<file path="src/hdl/fsf_pkg.sv">
// ----------------------------------------------------------------------------
// Fire risk score fusion package
// Shared constants, widths, sample and divider structs, and sequencer states.
// ----------------------------------------------------------------------------
package fsf_pkg;

	localparam int RING_DEPTH  = 16;
	localparam int MIN_SAMPLES = 5;

	localparam int CNT_W = $clog2(RING_DEPTH + 1);
	localparam int KW    = (RING_DEPTH > 1) ? $clog2(RING_DEPTH) : 1;
	localparam int TS_W  = 12 + CNT_W;
	localparam int TN_W  = TS_W + 11;
	localparam int TD_W  = $clog2(720 * RING_DEPTH + 1);
	localparam int LS_W  = 16 + CNT_W;

	localparam int TPROD_W = $clog2(4000 * 720 * RING_DEPTH);
	localparam int NUM_W   = (TPROD_W > 29) ? TPROD_W : 29;
	localparam int DEN_W   = 32;
	localparam int Q_W     = 13;
	localparam int SH_W    = DEN_W + Q_W - 1;
	localparam int QC_W    = $clog2(Q_W + 1);

	localparam int INTERVAL_RST = 1000;
	localparam int SCORE_MAX    = 10000;
	localparam int FIRE_TH      = 7000;
	localparam int RISE_K       = 93750;
	localparam int RISE_MAX     = 3000;
	localparam int TEMP_OFS     = 560;
	localparam int TEMP_SPAN    = 720;
	localparam int TEMP_MAX     = 4000;
	localparam int AIR_SAT      = 500;
	localparam int AIR_MAX      = 2000;
	localparam int LUX_DARK     = 20;
	localparam int LUX_K        = 50;
	localparam int DECAY_NEW_TH = 2000;
	localparam int DECAY_S_TH   = 3000;
	localparam int DECAY_STEP   = 500;

	typedef struct packed {
		logic [31:0] ts;
		logic [11:0] temp;
		logic [15:0] air;
		logic [15:0] lux;
	} sample_t;

	typedef struct packed {
		logic             start;
		logic [NUM_W-1:0] num;
		logic [DEN_W-1:0] den;
	} div_req_t;

	typedef struct packed {
		logic           busy;
		logic           done;
		logic [Q_W-1:0] q;
	} div_rsp_t;

	typedef enum logic [3:0] {
		ST_IDLE,
		ST_WALK,
		ST_RWAIT,
		ST_TPRE,
		ST_TCHK,
		ST_TWAIT,
		ST_LCHK,
		ST_LWAIT,
		ST_UPD,
		ST_FIN
	} fsf_state_t;

endpackage

</file>
<file path="src/hdl/fsf_cell.sv">
// ----------------------------------------------------------------------------
// Fire risk score fusion history cell
// One stored sample of the history chain, loaded from its neighbor on shift.
// ----------------------------------------------------------------------------
module fsf_cell (
	input  logic             clk,
	input  logic             shift_en,
	input  fsf_pkg::sample_t d,
	output fsf_pkg::sample_t q
);
	import fsf_pkg::*;

	sample_t smp_q;

	always_ff @(posedge clk) begin
		if (shift_en) begin
			smp_q <= d;
		end
	end

	assign q = smp_q;

endmodule

</file>
<file path="src/hdl/fsf_div.sv">
// ----------------------------------------------------------------------------
// Fire risk score fusion divider
// Restoring divider, one quotient bit per cycle; the top bit flags overflow.
// ----------------------------------------------------------------------------
module fsf_div (
	input  logic              clk,
	input  logic              arst_n,
	input  fsf_pkg::div_req_t req,
	output fsf_pkg::div_rsp_t rsp
);
	import fsf_pkg::*;

	logic [NUM_W-1:0] rem_q;
	logic [SH_W-1:0]  dsh_q;
	logic [Q_W-1:0]   quo_q;
	logic [QC_W-1:0]  cnt_q;
	logic             busy_q;
	logic             done_q;
	logic             fit;

	assign fit = SH_W'(rem_q) >= dsh_q;

	always_ff @(posedge clk or negedge arst_n) begin
		if (!arst_n) begin
			busy_q <= 1'b0;
			done_q <= 1'b0;
			cnt_q  <= '0;
		end else begin
			done_q <= 1'b0;
			if (req.start) begin
				busy_q <= 1'b1;
				cnt_q  <= QC_W'(Q_W);
			end else if (busy_q) begin
				cnt_q <= cnt_q - 1'b1;
				if (cnt_q == QC_W'(1)) begin
					busy_q <= 1'b0;
					done_q <= 1'b1;
				end
			end
		end
	end

	always_ff @(posedge clk) begin
		if (req.start) begin
			rem_q <= req.num;
			dsh_q <= {req.den, {(Q_W-1){1'b0}}};
			quo_q <= '0;
		end else if (busy_q) begin
			if (fit) begin
				rem_q <= rem_q - dsh_q[NUM_W-1:0];
			end
			dsh_q <= dsh_q >> 1;
			quo_q <= {quo_q[Q_W-2:0], fit};
		end
	end

	assign rsp.busy = busy_q;
	assign rsp.done = done_q;
	assign rsp.q    = quo_q;

endmodule

</file>
<file path="src/hdl/fire_risk_score_fusion_top.sv">
// ----------------------------------------------------------------------------
// Fire risk score fusion top level
// Interval gate, chain of history cells walked oldest to newest, and scoring.
// ----------------------------------------------------------------------------
// Flow: a rejected sample, or one leaving fewer than the minimum stored, goes from the
// input transfer straight to the result register; otherwise the chain is walked, with
// a division for each temperature rise and up to two more for the mean terms.
// Throughput: one item at a time; the next transfer is taken the cycle after the
// result is loaded.
// Reset clears the history count, score and last stored time and sets the interval to 1000.
module fire_risk_score_fusion_top (
	input  logic        clk,
	input  logic        arst_n,
	input  logic        cfg_we,
	input  logic [15:0] cfg_wdata,
	input  logic        in_valid,
	output logic        in_ready,
	input  logic [31:0] timestamp_ms,
	input  logic signed [11:0] temperature,
	input  logic [15:0] air_ppm,
	input  logic [15:0] light_lux,
	output logic        out_valid,
	input  logic        out_ready,
	output logic [13:0] fire_score,
	output logic        fire_detected,
	output logic        sample_taken
);
	import fsf_pkg::*;

	fsf_state_t state_q, state_d;

	logic [15:0]      interval_q;
	logic [31:0]      last_q;
	logic [CNT_W-1:0] cnt_q;
	logic [13:0]      score_q;
	logic             taken_q;
	logic [KW-1:0]    k_q;
	sample_t          prev_q;
	logic signed [TS_W-1:0] tsum_q;
	logic [LS_W-1:0]  lsum_q;
	logic [11:0]      rise_q;
	logic [15:0]      drop_q;
	logic signed [TN_W-1:0] tnum_q;
	logic [TD_W-1:0]  tden_q;
	logic [11:0]      tpart_q;
	logic [9:0]       lpart_q;
	logic             out_valid_q;
	logic [13:0]      out_score_q;
	logic             out_fire_q;
	logic             out_taken_q;

	sample_t          cell_q [RING_DEPTH];
	sample_t          cell_d [RING_DEPTH];
	sample_t          new_s;
	sample_t          tap;
	logic             shift_en;
	logic             in_acc;
	logic             gate;
	logic [31:0]      elapsed;
	logic [CNT_W-1:0] cnt_n;
	logic [CNT_W-1:0] skip;
	logic             el_valid;
	logic             el_first;
	logic             k_last;
	logic signed [12:0] dtemp;
	logic [31:0]      dt;
	logic             rise_go;
	logic [11:0]      rval;
	logic [13:0]      apart;
	logic [13:0]      nw;
	logic [13:0]      decay;
	div_req_t         div_req;
	div_rsp_t         div_rsp;

	assign new_s    = '{ts: timestamp_ms, temp: temperature, air: air_ppm, lux: light_lux};
	assign tap      = cell_q[RING_DEPTH-1];
	assign elapsed  = timestamp_ms - last_q;
	assign gate     = elapsed >= {16'b0, interval_q};
	assign in_ready = (state_q == ST_IDLE);
	assign in_acc   = in_valid && in_ready;
	assign cnt_n    = (cnt_q == CNT_W'(RING_DEPTH)) ? cnt_q : cnt_q + 1'b1;
	assign shift_en = (in_acc && gate) || (state_q == ST_WALK);

	assign skip     = CNT_W'(RING_DEPTH) - cnt_q;
	assign el_valid = CNT_W'(k_q) >= skip;
	assign el_first = CNT_W'(k_q) == skip;
	assign k_last   = k_q == KW'(RING_DEPTH - 1);
	assign dtemp    = {tap.temp[11], tap.temp} - {prev_q.temp[11], prev_q.temp};
	assign dt       = tap.ts - prev_q.ts;
	assign rise_go  = el_valid && !el_first && !dtemp[12] && (dtemp != '0) && (dt != '0);

	assign rval  = (div_rsp.q[Q_W-1] || (div_rsp.q[Q_W-2:0] > 12'(RISE_MAX))) ?
	               12'(RISE_MAX) : div_rsp.q[11:0];
	assign apart = (drop_q >= 16'(AIR_SAT)) ? 14'(AIR_MAX) : {drop_q[11:0], 2'b00};
	assign nw    = 14'(tpart_q) + 14'(rise_q) + apart + 14'(lpart_q);
	assign decay = score_q - ((score_q - nw) >> 1);

	always_comb begin
		cell_d[0] = (state_q == ST_IDLE) ? new_s : tap;
		for (int i = 1; i < RING_DEPTH; i++) begin
			cell_d[i] = cell_q[i-1];
		end
	end

	for (genvar g = 0; g < RING_DEPTH; g++) begin : g_cell
		fsf_cell u_cell (
			.clk      (clk),
			.shift_en (shift_en),
			.d        (cell_d[g]),
			.q        (cell_q[g])
		);
	end

	fsf_div u_div (
		.clk    (clk),
		.arst_n (arst_n),
		.req    (div_req),
		.rsp    (div_rsp)
	);

	always_comb begin
		state_d       = state_q;
		div_req.start = 1'b0;
		div_req.num   = NUM_W'(RISE_K * dtemp[11:0]);
		div_req.den   = dt;
		case (state_q)
			ST_IDLE: begin
				if (in_acc) begin
					if (gate && cnt_n >= CNT_W'(MIN_SAMPLES)) begin
						state_d = ST_WALK;
					end else begin
						state_d = ST_FIN;
					end
				end
			end
			ST_WALK: begin
				if (rise_go) begin
					div_req.start = 1'b1;
					state_d       = ST_RWAIT;
				end else if (k_last) begin
					state_d = ST_TPRE;
				end
			end
			ST_RWAIT: begin
				if (div_rsp.done) begin
					state_d = (k_q == '0) ? ST_TPRE : ST_WALK;
				end
			end
			ST_TPRE: state_d = ST_TCHK;
			ST_TCHK: begin
				div_req.num = NUM_W'(TEMP_MAX * tnum_q);
				div_req.den = DEN_W'(tden_q);
				if (tnum_q <= 0 || tnum_q >= $signed(TN_W'(tden_q))) begin
					state_d = ST_LCHK;
				end else begin
					div_req.start = 1'b1;
					state_d       = ST_TWAIT;
				end
			end
			ST_TWAIT: begin
				if (div_rsp.done) begin
					state_d = ST_LCHK;
				end
			end
			ST_LCHK: begin
				div_req.num = NUM_W'(lsum_q);
				div_req.den = DEN_W'(cnt_q);
				if (lsum_q >= LS_W'(LUX_DARK * cnt_q)) begin
					state_d = ST_UPD;
				end else begin
					div_req.start = 1'b1;
					state_d       = ST_LWAIT;
				end
			end
			ST_LWAIT: begin
				if (div_rsp.done) begin
					state_d = ST_UPD;
				end
			end
			ST_UPD: state_d = ST_FIN;
			ST_FIN: begin
				if (!out_valid_q || out_ready) begin
					state_d = ST_IDLE;
				end
			end
			default: state_d = ST_IDLE;
		endcase
	end

	always_ff @(posedge clk or negedge arst_n) begin
		if (!arst_n) begin
			state_q     <= ST_IDLE;
			interval_q  <= 16'(INTERVAL_RST);
			last_q      <= '0;
			cnt_q       <= '0;
			score_q     <= '0;
			out_valid_q <= 1'b0;
		end else begin
			state_q <= state_d;
			if (cfg_we) begin
				interval_q <= cfg_wdata;
			end
			if (in_acc && gate) begin
				last_q <= timestamp_ms;
				cnt_q  <= cnt_n;
				if (cnt_n < CNT_W'(MIN_SAMPLES)) begin
					score_q <= '0;
				end
			end
			if (state_q == ST_UPD) begin
				if (nw < score_q) begin
					if (nw < 14'(DECAY_NEW_TH) && decay > 14'(DECAY_S_TH)) begin
						score_q <= decay - 14'(DECAY_STEP);
					end else begin
						score_q <= decay;
					end
				end else begin
					score_q <= (nw > 14'(SCORE_MAX)) ? 14'(SCORE_MAX) : nw;
				end
			end
			if (state_q == ST_FIN && (!out_valid_q || out_ready)) begin
				out_valid_q <= 1'b1;
			end else if (out_ready) begin
				out_valid_q <= 1'b0;
			end
		end
	end

	always_ff @(posedge clk) begin
		if (in_acc) begin
			taken_q <= gate;
			k_q     <= '0;
			tsum_q  <= '0;
			lsum_q  <= '0;
			rise_q  <= '0;
			drop_q  <= '0;
			tpart_q <= '0;
			lpart_q <= '0;
		end
		if (state_q == ST_WALK) begin
			prev_q <= tap;
			k_q    <= k_last ? '0 : k_q + 1'b1;
			if (el_valid) begin
				tsum_q <= tsum_q + TS_W'($signed(tap.temp));
				lsum_q <= lsum_q + LS_W'(tap.lux);
				if (!el_first && prev_q.air > tap.air && (prev_q.air - tap.air) > drop_q) begin
					drop_q <= prev_q.air - tap.air;
				end
			end
		end
		if (state_q == ST_RWAIT && div_rsp.done && rval > rise_q) begin
			rise_q <= rval;
		end
		if (state_q == ST_TPRE) begin
			tnum_q <= TN_W'(tsum_q) - TN_W'(TEMP_OFS * cnt_q);
			tden_q <= TD_W'(TEMP_SPAN * cnt_q);
		end
		if (state_q == ST_TCHK && tnum_q > 0 && tnum_q >= $signed(TN_W'(tden_q))) begin
			tpart_q <= 12'(TEMP_MAX);
		end
		if (state_q == ST_TWAIT && div_rsp.done) begin
			tpart_q <= div_rsp.q[11:0];
		end
		if (state_q == ST_LWAIT && div_rsp.done) begin
			lpart_q <= 10'(LUX_K * (LUX_DARK - int'(div_rsp.q[4:0])));
		end
		if (state_q == ST_FIN && (!out_valid_q || out_ready)) begin
			out_score_q <= score_q;
			out_fire_q  <= score_q >= 14'(FIRE_TH);
			out_taken_q <= taken_q;
		end
	end

	assign out_valid     = out_valid_q;
	assign fire_score    = out_score_q;
	assign fire_detected = out_fire_q;
	assign sample_taken  = out_taken_q;

	assert property (@(posedge clk) disable iff (!arst_n) div_req.start |-> !div_rsp.busy)
		else $error("Divider started while a division is still running.");
	assert property (@(posedge clk) disable iff (!arst_n) cnt_q <= CNT_W'(RING_DEPTH))
		else $error("History count exceeds the chain depth.");
	assert property (@(posedge clk) disable iff (!arst_n) score_q <= 14'(SCORE_MAX))
		else $error("Score register above its full-scale value.");
	assert property (@(posedge clk) disable iff (!arst_n) in_acc |=> (state_q != ST_IDLE))
		else $error("Sequencer stayed idle after an input transfer.");

endmodule
</file>
<file path="config.mk">
export PLATFORM = sky130hd
export DESIGN_NAME = fire_risk_score_fusion_top
export DESIGN_NICKNAME = d
export VERILOG_FILES = /design/src/hdl/fsf_pkg.sv /design/src/hdl/fsf_cell.sv /design/src/hdl/fsf_div.sv /design/src/hdl/fire_risk_score_fusion_top.sv
export SDC_FILE = /design/constraint.sdc
export NUM_CORES = 2
export LEC_CHECK = 0
export BUFFER_PORTS_ARGS = -buffer_cell sky130_fd_sc_hd__clkbuf_2
export CAP_MARGIN = 40
export CORE_ASPECT_RATIO = 0.6
export CORE_MARGIN = 1
export CORE_UTILIZATION = 45
export CTS_BUF_LIST = sky130_fd_sc_hd__clkbuf_2
export CTS_CLUSTER_SIZE = 30
export DETAILED_ROUTE_END_ITERATION = 10
export SYNTH_ARGS = -nofsm -noshare
export SYNTH_HDL_FRONTEND = slang
export SYNTH_SLANG_ARGS = --single-unit
</file>
<file path="constraint.sdc">
create_clock -name clk -period 38.8 [get_ports clk]
set_input_delay 3.88 -clock clk [delete_from_list [all_inputs] [get_ports clk]]
set_output_delay 3.88 -clock clk [all_outputs]
set_load 0.05 [all_outputs]
</file>
==> summary.txt <==
Placed design
  • Global placement routability congestion: 0.903
  • Half-perimeter wire length after detailed placement: 111000 um
  • Port buffer count: 114
  • DP Area: 76500 um^2

Detailed routing
  • DRT Wirelength: 155000 um
  • # DRC: 0
  • Mean routed wirelength per cell: 19.4 um
  • DR vias: 41.8k
  • Drt pass-1 iters: 5
  • Vias per cell: 5.23
  • Antenna Nets Post-Route: 0
  • DR iter-0 viols: 4024

Clocking
  • Postcts setup bufs: 0
  • Number of gates resized after CTS: 0
  • Clock latency on the worst-skew pair: 1.54 ns
  • CTS tree: built
  • Hold buffer count at cts: 0
  • CTS Root Cell: clkbuf_2
  • # clock sinks: 1576
  • CTS Buf Count: 356
  • Max clock buf depth: 4
  • CTS clk-pin slew, worst paths: 0.10 ns
  • CTS H-tree lvls: 5

Floorplan
  • Initial Util: 45.3%
  • Total die area: 164000 um^2
  • FP Rows: 114
  • Die extent in y: 314 um
  • Core area: 161000 um^2
  • # IOs: 115
  • Die X: 522 um

Timing
  • TNS Setup: 0 ns
  • Hold slack final: 0.324 ns
  • Final hold violation count: 0
  • Slew Limit Fails: 0
  • Final min period: 12.39 ns
  • Slew @ Worst Pin: 1.24 ns
  • RSZ-0062 raised after global routing: no
  • Max Fclk: 0.0807 GHz
  • Skew final: 0.262 ns
  • Final period utilization: 31.9%
  • Finish-stage setup viols: 0
  • Rel. slew slack: 17.4%

Worst setup path
  • Crit-path max FO: 69
  • Slowest cell delay on critical path: 0.78 ns
  • Critical-path top delay cell: buf_4
  • Worst Setup End Kind: flip-flop
  • Required @ worst endpoint: 39.77 ns
  • Crit Path Category: input port to flip-flop
  • Most used cell, CP: buf_4
  • Critical Path Source Type: input port
  • CP Data Arrival Time: 13.36 ns

Yosys
  • Post-synthesis cell count: 5174
  • Post-synth EDFFs: 1419
  • Synth cell types: 92
  • Flops & latches, synth: 1576
  • Synth async-reset ratio: 4.95%
  • Cell Area, Synth: 73000 um^2
  • Synth Flop Type: edfxtp_1
  • Synth area leaders: edfxtp_1 (58%), ha_1 (8.4%), fa_1 (4.8%)
  • Cell taking the most area after synthesis: edfxtp_1
  • Syn_nets: 5937
  • Syn_area_per_cell: 14.1 um^2
  • Ys Warns: 0
  • Register area share after synthesis: 63.2%
  • Post-synth top area share: 58.4%

Global routing
  • Number of global-route vias before repair: 40.1k
  • Total global-route track usage: 18.9%
  • Grt ovf: 0
  • Largest net degree at the start of global routing: 208
  • Initial antenna violation count: 15
  • First-pass GRT wire length: 237000 um

Final layout
  • Fillers: 14.0k
  • Synth-to-Final Area Change: 9.20%
  • Most frequent cells in the layout: edfxtp_1 (1419), clkbuf_2 (629), inv_1 (493), ha_1 (490), nand2_1 (248)
  • Post-layout nets: 6356
  • Final Cell Area: 79700 um^2
  • Share of layout cells above drive strength 1: 15.2%
  • Post-layout util: 49.5%
  • Commonest non-fill, non-tap cell in the layout: edfxtp_1

Pwr
  • Peak supply drop: 0.0000212 V
  • Static leakage: 27.4 nW
  • Pwr Density: 36.8 nW/um^2

Job
  • Max cap viols: 0

Worst hold path
  • Hold Path Class: flip-flop to flip-flop

Outcome
  • Status: finished clean
## layout make-up
type	instances	area, um^2	share of cell area (%)
flip-flops and latches	1576	46200	57.9
clock buffers	516	2580	3.24
inverters	496	1860	2.34
repair buffers	173	1220	1.53
multi-input cells	2990	24600	30.8
diodes	2	5.00	0.00628
well taps	2146	2690	3.37
clock inverters	95	646	0.810
## layer usage
| layer | global-route usage [%] | wire [um] | vias up |
|---|---|---|---|
| met5 | 0 | 13 | - |
| met4 | 5.21 | 2830 | 2 |
| met3 | 4.90 | 11600 | 205 |
| met2 | 22.5 | 56700 | 1223 |
| met1 | 32.4 | 84100 | 20300 |
| li1 | - | - | 20100 |
## per-stage QoR
stage,worst slack (ns),cells,total power [W]
final,26.41,7994,0.00293
after global routing,25.93,7994,0.00307
after CTS,26.67,7990,0.00298
after detailed placement,25.15,7379,0.00191
after global placement,24.12,7361,0.00191
after floorplan,2.87,5174,0.00189
## flip-flops by register name, indices dropped and copies added, names as in the netlist, 12 cells and up
name             flops
g_cell.u_cell.q   1216
prev_q              60
u_div.dsh_q         44
last_q              32
u_div.rem_q         29
lsum_q              21
tnum_q              18
tsum_q              17
drop_q              16
interval_q          16
fire_score          14
score_q             14
u_div.quo_q         13
rise_q              12
tpart_q             12
## synth_stat cells, drive strengths merged, types with 88 or more instances
cell,number
edfxtp,1419
xor2,88
nor2,231
a21oi,204
mux2,114
o21ai,234
xnor2,122
nand3,109
ha,490
fa,176
clkbuf,91
inv,494
nand2,251
## cell families after synthesis
family / Yosys count / share of synthesized area [%]
XOR/XNOR: 210 / 2.52
buffers and inverters: 608 / 3.21
AND/OR/NAND/NOR: 1015 / 6.88
multiplexers: 188 / 2.77
flip-flops: 1576 / 63.2
other: 2 / 0.0103
AO/OA/AOI/OAI: 908 / 8.17
adder cells (fa/ha/maj): 667 / 13.2
## report_power, final
group          internal [W]  total (W)  switching [W]
combinational     0.0000204  0.0000545      0.0000341
clock              0.000410    0.00105       0.000645
sequential          0.00182    0.00182    0.000000669
## final timing paths
check	endpoint	cells after the start	from	slack, ns
max in group asynchronous	interval_q[8]	3	arst_n	35.44
worst max register to register	g_cell[14].u_cell.q[12]	28	last_q[1]	28.83
min in group asynchronous	score_q[6]	1	arst_n	2.24
worst max-delay path	g_cell[14].u_cell.q[12]	30	timestamp_ms[0]	26.41
worst min-delay path	g_cell[14].u_cell.q[75]	0	g_cell[13].u_cell.q[75]	0.32
worst min register to register	g_cell[14].u_cell.q[75]	0	g_cell[13].u_cell.q[75]	0.32
## worst max-delay path: cells and delay by family
family / cells / cell delay, ns
AOI/OAI and AO/OA: 6 / 1.52
xor gates and xnor gates: 1 / 0.09
adders and majority gates: 3 / 0.92
buffers and inverters: 13 / 5.04
and+or+nand+nor: 7 / 1.59
No activity file was read; power rests on OpenSTA's default activity.
